$ cat config.mk
export PLATFORM = sky130hd
export DESIGN_NAME = light_change_detector_top
export DESIGN_NICKNAME = d
export VERILOG_FILES = /design/src/hw/rtl/lcd_pkg.sv /design/src/hw/rtl/lcd_serial_div.sv /design/src/hw/rtl/lcd_ring_ram.sv /design/src/hw/rtl/light_change_detector_top.sv
export SDC_FILE = /design/constraint.sdc
export NUM_CORES = 1
export LEC_CHECK = 0
export CAP_MARGIN = 5
export CORE_MARGIN = 10
export CORE_UTILIZATION = 35
export DETAILED_ROUTE_END_ITERATION = 10
export DONT_BUFFER_PORTS = 1
export PLACE_DENSITY = 0.5
export REMOVE_ABC_BUFFERS = 1
export SLEW_MARGIN = 0
export SYNTH_ARGS = -nofsm -noshare
export SYNTH_HDL_FRONTEND = slang
export SYNTH_SLANG_ARGS = --single-unit
$ cat constraint.sdc
create_clock -name i_clk -period 6.99 [get_ports i_clk]
set_input_delay 1.0485 -clock i_clk [delete_from_list [all_inputs] [get_ports i_clk]]
set_output_delay 1.0485 -clock i_clk [all_outputs]
set_load 0.01 [all_outputs]
$ cat src/hw/rtl/lcd_pkg.sv
// Shared constants and types of the light change detector.
// Used by lcd_ring_ram and light_change_detector_top; no dependencies.
package lcd_pkg;

    // Sample width and the derived full-scale value.
    localparam int SAMPLE_BITS = 10;
    localparam logic [SAMPLE_BITS-1:0] FULL_SCALE = {SAMPLE_BITS{1'b1}};
    localparam logic [SAMPLE_BITS-1:0] AVG_RESET  = FULL_SCALE >> 1;

    // Default depth of the sample ring.
    localparam int RING_DEPTH_DEF = 24;

    // Dead band register.
    localparam int BAND_BITS = 8;
    localparam logic [BAND_BITS-1:0] BAND_RESET = 8'd2;

    // Stream data widths (whole bytes).
    localparam int S_TDATA_W = 16;
    localparam int M_TDATA_W = 16;

    // Sequencer states.
    typedef enum logic [1:0] {
        ST_IDLE,
        ST_READ,
        ST_DIV,
        ST_EMIT
    } t_lcd_state;

endpackage

$ cat src/hw/rtl/lcd_serial_div.sv
// Restoring divider that produces one quotient bit per cycle.
// Depends on nothing but its parameters.
module lcd_serial_div #(
    parameter int DIVIDEND_W = 15,
    parameter int DIVISOR_W  = 5,
    parameter int QUOT_W     = 10
) (
    input  logic                  i_clk,
    input  logic                  i_rst_n,
    input  logic                  i_start,
    input  logic [DIVIDEND_W-1:0] i_dividend,
    input  logic [DIVISOR_W-1:0]  i_divisor,
    output logic                  o_done,
    output logic [QUOT_W-1:0]     o_quotient
);

    localparam int CNT_BITS = $clog2(DIVIDEND_W + 1);

    logic                  r_busy;
    logic                  r_done;
    logic [CNT_BITS-1:0]   r_cnt;
    logic [DIVISOR_W-1:0]  r_rem;
    logic [DIVIDEND_W-1:0] r_quo;
    logic [DIVISOR_W-1:0]  r_dsr;

    logic [DIVISOR_W:0]    trial;
    logic [DIVISOR_W:0]    diff;
    logic                  ge;
    logic [DIVISOR_W-1:0]  n_rem;

    // Bring down the next dividend bit and try to subtract the divisor.
    always_comb begin
        trial = {r_rem, r_quo[DIVIDEND_W-1]};
        diff  = trial - {1'b0, r_dsr};
        ge    = (trial >= {1'b0, r_dsr});
        n_rem = ge ? diff[DIVISOR_W-1:0] : trial[DIVISOR_W-1:0];
    end

    always_ff @(posedge i_clk) begin
        if (!i_rst_n) begin
            r_busy <= 1'b0;
            r_done <= 1'b0;
            r_cnt  <= '0;
        end else begin
            r_done <= 1'b0;
            if (i_start) begin
                r_busy <= 1'b1;
                r_cnt  <= '0;
            end else if (r_busy) begin
                r_cnt <= r_cnt + 1'b1;
                if (r_cnt == CNT_BITS'(DIVIDEND_W - 1)) begin
                    r_busy <= 1'b0;
                    r_done <= 1'b1;
                end
            end
        end
    end

    // The dividend shifts out at the top while quotient bits shift in at the bottom.
    always_ff @(posedge i_clk) begin
        if (i_start) begin
            r_rem <= '0;
            r_quo <= i_dividend;
            r_dsr <= i_divisor;
        end else if (r_busy) begin
            r_rem <= n_rem;
            r_quo <= {r_quo[DIVIDEND_W-2:0], ge};
        end
    end

    assign o_done     = r_done;
    assign o_quotient = r_quo[QUOT_W-1:0];

endmodule

$ cat src/hw/rtl/lcd_ring_ram.sv
// Sample ring storage: one write port and one registered read port.
// Depends on lcd_pkg for the sample width.
module lcd_ring_ram
    import lcd_pkg::*;
#(
    parameter int DEPTH = RING_DEPTH_DEF
) (
    input  logic                         i_clk,
    input  logic                         i_wr_en,
    input  logic [$clog2(DEPTH)-1:0]     i_wr_addr,
    input  logic [SAMPLE_BITS-1:0]       i_wr_data,
    input  logic [$clog2(DEPTH)-1:0]     i_rd_addr,
    output logic [SAMPLE_BITS-1:0]       o_rd_data
);

    logic [SAMPLE_BITS-1:0] r_mem [DEPTH];
    logic [SAMPLE_BITS-1:0] r_rd_data;

    always_ff @(posedge i_clk) begin
        if (i_wr_en) begin
            r_mem[i_wr_addr] <= i_wr_data;
        end
    end

    always_ff @(posedge i_clk) begin
        r_rd_data <= r_mem[i_rd_addr];
    end

    assign o_rd_data = r_rd_data;

endmodule

$ cat src/hw/rtl/light_change_detector_top.sv
// Light change detector: one result per sample, one sample in flight at a time.
// A sample outside the passband once the ring is full goes from ST_READ straight to
// ST_EMIT; a stored sample waits in ST_DIV for the bit-serial divider.
// A new sample is taken only back in ST_IDLE, once the last result has been emitted.
// Reset (i_rst_n low, synchronous) empties the ring, sets the average to mid-scale,
// the dead band to 2 and the declared level to low.
module light_change_detector_top
    import lcd_pkg::*;
#(
    parameter int RING_DEPTH = RING_DEPTH_DEF
) (
    input  logic                 i_clk,
    input  logic                 i_rst_n,
    // Configuration: dead band written whenever the enable is high.
    input  logic                 i_cfg_wr_en,
    input  logic [BAND_BITS-1:0] i_cfg_wr_data,
    // Input stream. tdata bits, lowest first: sample[9:0], zero padding.
    input  logic                 s_axis_tvalid,
    output logic                 s_axis_tready,
    input  logic [S_TDATA_W-1:0] s_axis_tdata,
    // Result stream. tdata bits, lowest first: level_high, level_changed,
    // accepted, average[9:0], zero padding.
    output logic                 m_axis_tvalid,
    input  logic                 m_axis_tready,
    output logic [M_TDATA_W-1:0] m_axis_tdata
);

    // Ring index, fill count (up to the depth itself) and sum widths.
    localparam int IDX_W = $clog2(RING_DEPTH);
    localparam int CNT_W = $clog2(RING_DEPTH + 1);
    localparam int SUM_W = SAMPLE_BITS + CNT_W;

    // Sequencer.
    t_lcd_state r_state;
    t_lcd_state n_state;

    // Block state.
    logic [BAND_BITS-1:0]   r_band;
    logic [IDX_W-1:0]       r_wr_idx;
    logic                   r_full;
    logic [SUM_W-1:0]       r_sum;
    logic [SAMPLE_BITS-1:0] r_avg;
    logic                   r_level;

    // Per-sample working registers.
    logic [SAMPLE_BITS-1:0] r_sample;
    logic                   r_accepted;

    // Output register.
    logic                   r_out_valid;
    logic [M_TDATA_W-1:0]   r_out_data;

    // Combinational decisions.
    logic                   take_in;
    logic                   store;
    logic                   div_start;
    logic                   emit;
    logic                   div_done;
    logic [SAMPLE_BITS-1:0] div_quot;
    logic [SAMPLE_BITS-1:0] rd_data;
    logic [SAMPLE_BITS-1:0] band_lo;
    logic [SAMPLE_BITS-1:0] band_hi;
    logic                   in_band;
    logic [SUM_W-1:0]       n_sum;
    logic [CNT_W-1:0]       divisor;
    logic [IDX_W-1:0]       n_wr_idx;
    logic                   idx_wrap;
    logic [SAMPLE_BITS:0]   avg_plus;
    logic [SAMPLE_BITS:0]   smp_plus;
    logic                   is_high;
    logic                   is_low;
    logic                   n_level;
    logic                   changed;

    // The sample store. The entry under the write pointer is read every cycle so
    // that the oldest sample is ready by the time the sequencer reaches ST_READ.
    lcd_ring_ram #(
        .DEPTH (RING_DEPTH)
    ) u_ring (
        .i_clk     (i_clk),
        .i_wr_en   (store),
        .i_wr_addr (r_wr_idx),
        .i_wr_data (r_sample),
        .i_rd_addr (r_wr_idx),
        .o_rd_data (rd_data)
    );

    // Shared divider: the fill count while filling, the ring depth once full.
    lcd_serial_div #(
        .DIVIDEND_W (SUM_W),
        .DIVISOR_W  (CNT_W),
        .QUOT_W     (SAMPLE_BITS)
    ) u_div (
        .i_clk      (i_clk),
        .i_rst_n    (i_rst_n),
        .i_start    (div_start),
        .i_dividend (n_sum),
        .i_divisor  (divisor),
        .o_done     (div_done),
        .o_quotient (div_quot)
    );

    // Passband around the stored average, and the ring update it leads to.
    always_comb begin
        band_lo  = r_avg - (r_avg >> 2);
        band_hi  = r_avg + ((FULL_SCALE - r_avg) >> 2);
        in_band  = (r_sample >= band_lo) && (r_sample <= band_hi);
        idx_wrap = (r_wr_idx == IDX_W'(RING_DEPTH - 1));
        n_wr_idx = idx_wrap ? '0 : r_wr_idx + 1'b1;
        if (r_full) begin
            n_sum   = r_sum - SUM_W'(rd_data) + SUM_W'(r_sample);
            divisor = CNT_W'(RING_DEPTH);
        end else begin
            n_sum   = r_sum + SUM_W'(r_sample);
            divisor = CNT_W'(r_wr_idx) + 1'b1;
        end
    end

    // Dead band comparison against the average after this sample.
    always_comb begin
        avg_plus = {1'b0, r_avg} + (SAMPLE_BITS + 1)'(r_band);
        smp_plus = {1'b0, r_sample} + (SAMPLE_BITS + 1)'(r_band);
        is_high  = ({1'b0, r_sample} > avg_plus);
        is_low   = (smp_plus < {1'b0, r_avg});
        priority if (is_high) begin
            n_level = 1'b1;
        end else if (is_low) begin
            n_level = 1'b0;
        end else begin
            n_level = r_level;
        end
        changed = (n_level != r_level);
    end

    // Next state and handshake decisions.
    always_comb begin
        n_state   = r_state;
        take_in   = 1'b0;
        store     = 1'b0;
        div_start = 1'b0;
        emit      = 1'b0;
        unique case (r_state)
            ST_IDLE: begin
                take_in = s_axis_tvalid;
                if (s_axis_tvalid) begin
                    n_state = ST_READ;
                end
            end
            ST_READ: begin
                store     = !r_full || in_band;
                div_start = store;
                n_state   = store ? ST_DIV : ST_EMIT;
            end
            ST_DIV: begin
                if (div_done) begin
                    n_state = ST_EMIT;
                end
            end
            ST_EMIT: begin
                emit = !r_out_valid || m_axis_tready;
                if (emit) begin
                    n_state = ST_IDLE;
                end
            end
            default: begin
                n_state = ST_IDLE;
            end
        endcase
    end

    always_ff @(posedge i_clk) begin
        if (!i_rst_n) begin
            r_state <= ST_IDLE;
        end else begin
            r_state <= n_state;
        end
    end

    // Configuration and block state.
    always_ff @(posedge i_clk) begin
        if (!i_rst_n) begin
            r_band      <= BAND_RESET;
            r_wr_idx    <= '0;
            r_full      <= 1'b0;
            r_sum       <= '0;
            r_avg       <= AVG_RESET;
            r_level     <= 1'b0;
            r_out_valid <= 1'b0;
        end else begin
            if (i_cfg_wr_en) begin
                r_band <= i_cfg_wr_data;
            end
            if (store) begin
                r_sum    <= n_sum;
                r_wr_idx <= n_wr_idx;
                if (idx_wrap) begin
                    r_full <= 1'b1;
                end
            end
            if (r_state == ST_DIV && div_done) begin
                r_avg <= div_quot;
            end
            if (emit) begin
                r_level     <= n_level;
                r_out_valid <= 1'b1;
            end else if (m_axis_tready) begin
                r_out_valid <= 1'b0;
            end
        end
    end

    // Sample capture and result payload; these need no reset.
    always_ff @(posedge i_clk) begin
        if (take_in) begin
            r_sample <= s_axis_tdata[SAMPLE_BITS-1:0];
        end
        if (r_state == ST_READ) begin
            r_accepted <= store;
        end
        if (emit) begin
            r_out_data <= M_TDATA_W'({r_avg, r_accepted, changed, n_level});
        end
    end

    assign s_axis_tready = (r_state == ST_IDLE);
    assign m_axis_tvalid = r_out_valid;
    assign m_axis_tdata  = r_out_data;

endmodule
==> impl_metrics.tcl <==
set metrics [dict create \
    die-area_um2 58000 \
    routed_wl_mm 39.9 \
    crit_slowest_cell "nor2_1" \
    synth-seq-cells 348 \
    first_pass_iters 5 \
    regToRegEndpoint "u_ring.r_mem[19][6]" \
    cts_setup_buffers 0 \
    wl_per_cell_um 20.7 \
    cts_tree "done" \
    power.leakage_nw 6.80 \
    max_stage_delay_ns 0.88 \
    rrSetupSlack_ns 1.77 \
    die_y_um 241 \
    grt_setup_unrepaired "no" \
    finalCriticalPeriod_ns 5.22 \
    fillers 4444 \
    status "finished, final reports clean" \
    synthCells 1276 \
    coreArea_um2 47900 \
    hp-class "reg -> reg" \
    numCtsBuffers 39 \
    ys_warn_count 0 \
    overflow 0 \
    p_per_area_nw_per_um2 384 \
    worst_pin_slew_ns 1.12 \
    drv_slew 0 \
    slew_headroom_pct 25.4 \
    area_growth_pct 11.1 \
    synth_area_um2 17100 \
    rows 80 \
    n_antenna_cell 0 \
    final-setup-viol-count 0 \
    cp_cell_sequence "inv_1 -> ha_1 -> a21oi_1 -> o21ai_0 -> a21oi_1 -> o21ai_0 -> a21oi_1 -> nor2b_1 -> o21ai_0 -> xnor2_1 -> ha_1 -> and3_1 -> a221oi_2 -> a21oi_1 -> nand3b_4 -> inv_2 -> nand2_1 -> nor2_1" \
    dpl.hpwl_mm 26.2 \
    min_period_over_period_pct 74.6 \
    die_w_um 241 \
    required_ns 7.17 \
    ir_drop_v 0.000238 \
    dp.cells 1863 \
    clockBufferDepth 3 \
    path_class "reg -> reg" \
    multi_input_area_um2 6700 \
    hold_start "r_accepted" \
    port_buffers 0 \
    synth_top_flop_cell "edfxtp_1" \
    yosys.area.top_type "edfxtp_1" \
    cts_hold_buf 0 \
    ys_seq_area_share_pct 57.5 \
    crit_buf_inv 2 \
    drive_above_1_share_pct 12.5 \
    post-route-drc-count 0 \
    ioPinCount 47 \
    utilization_pct 39.6 \
    htree_num_levels 2 \
    r2r_cells 18 \
    clkTransAtPathRegs_ns 0.06 \
    grt_start_max_net_pins 50 \
    synth_cell_types 76 \
    start_util_pct 35.6 \
    min_to "m_axis_tdata[2]" \
    avgSynthCellArea_um2 13.4 \
    antenna_found_initial 0 \
    yosysMostFrequentCell "edfxtp_1" \
    drt_iter0_drc 629 \
    yosysTopAreaCellShare_pct 49.9 \
    grt_pass1_wl_mm 61.8 \
    fmax_mhz 192 \
    critPathMaxFanout 24 \
    critical_path.top_delay_family "simple AND/OR/NAND/NOR gates" \
    fin_nets 1441 \
    cp-end-kind "register" \
    cts_resized 0 \
    async_flop_share_pct 0 \
    hold_viol 0 \
    clock_latency_ns 0.56 \
    synth_edf_count 284 \
    crit_arrival_ns 5.39 \
    netlist_top_cells_area "edfxtp_1 (50%), mux4_2 (7.9%), ha_1 (7.8%)" \
    root_buffer "clkbuf_16" \
    min_path_cells 0 \
    placed_cell_area_um2 17800 \
    skew_ns 0.0125 \
    clock-sinks 348 \
    layout.area.seq_um2 9810 \
    r2r-start "r_avg[3]" \
    cpMostUsedCell "a21oi_1" \
    track_usage_pct 14.1 \
    max-cap-violations 0 \
    critPathLaunchType "register" \
    first_global_vias 10200 \
    stdcell_count 1930 \
    vias 9936 \
    antenna_left 0 \
    vias_per_cell 5.15 \
    finalInstanceArea_um2 19000 \
    setup_tns_ns 0 \
    place.gp.congestion 0.782 \
    synthTopCellsByCount "edfxtp_1 (284), ha_1 (107), inv_1 (93)" \
]
[power breakdown]
part | leakage (nW) | internal (mW) | total [mW] | switching (mW)
clock | 0.579 | 1.12 | 1.94 | 0.821
combinational | 3.15 | 1.08 | 2.55 | 1.47
sequential | 3.07 | 2.59 | 2.80 | 0.209
[state kept, by name, indices dropped and copies added (netlist names), 8 cells and up]
name,count
r_sample,10
u_ring.r_mem,240
r_band,8
r_avg,10
r_sum,15
m_axis_tdata,13
u_ring.o_rd_data,10
u_div.r_quo,15
[layout make-up]
type,count,area share [%]
repair buffers,19,0.752
clock buffers,55,5.68
well taps,615,4.06
clock inverters,12,0.587
inverters,94,1.86
flip-flops and latches,348,51.7
multi-input cells,787,35.3
[cell families after synthesis]
logic type               after synthesis  share of synthesized area, %
flip-flops                           348                          57.5
AND/OR/NAND/NOR                      278                          7.65
AO/OA/AOI/OAI                        243                          9.55
buffers and inverters                143                          3.33
adder cells (fa/ha/maj)              123                          9.72
multiplexers                          84                          9.41
XOR/XNOR                              56                          2.87
other                                  1                        0.0220
[cell usage in the layout, fill, tap and decap left out, types with 28 or more instances in the layout]
cell type	instances
nand3_1	28
a21oi_1	57
inv_1	93
xnor2_1	33
o21ai_0	48
clkbuf_16	40
ha_1	107
dfxtp_1	62
nand2_1	79
edfxtp_1	284
nor2_1	91
mux4_2	60
[metal layers]
metal	up-vias	track usage, %	wire, um
li1	4782	-	-
met1	4934	19.7	19000
met2	167	21.9	18500
met3	53	2.33	1590
met4	0	4.46	853
met5	-	0	0
[metrics by stage]
| stage | setup WS, ns | hold slack (ns) | power, mW |
|---|---|---|---|
| floorplan | 2.48 | 0.400 | 4.72 |
| global placement | 1.72 | 0.408 | 5.38 |
| detailed placement | 1.76 | 0.409 | 5.41 |
| CTS | 1.71 | 0.424 | 7.38 |
| global route | 1.21 | 0.436 | 7.78 |
| finish | 1.77 | 0.422 | 7.28 |
[how the worst max path moves through the flow]
| stage | start | end | slack, ns | cells after the start |
|---|---|---|---|---|
| finish | r_avg[3] | u_ring.r_mem[19][6] | 1.77 | 18 |
| global route | r_avg[3] | u_ring.r_mem[11][4] | 1.21 | 19 |
| CTS | r_avg[3] | u_ring.r_mem[11][4] | 1.71 | 18 |
| detailed placement | r_avg[3] | u_ring.r_mem[19][5] | 1.76 | 19 |
| global placement | r_avg[3] | u_ring.r_mem[9][4] | 1.72 | 19 |
| floorplan | r_avg[3] | u_ring.r_mem[19][0] | 2.48 | 19 |
(Power assumes the default switching activity.)
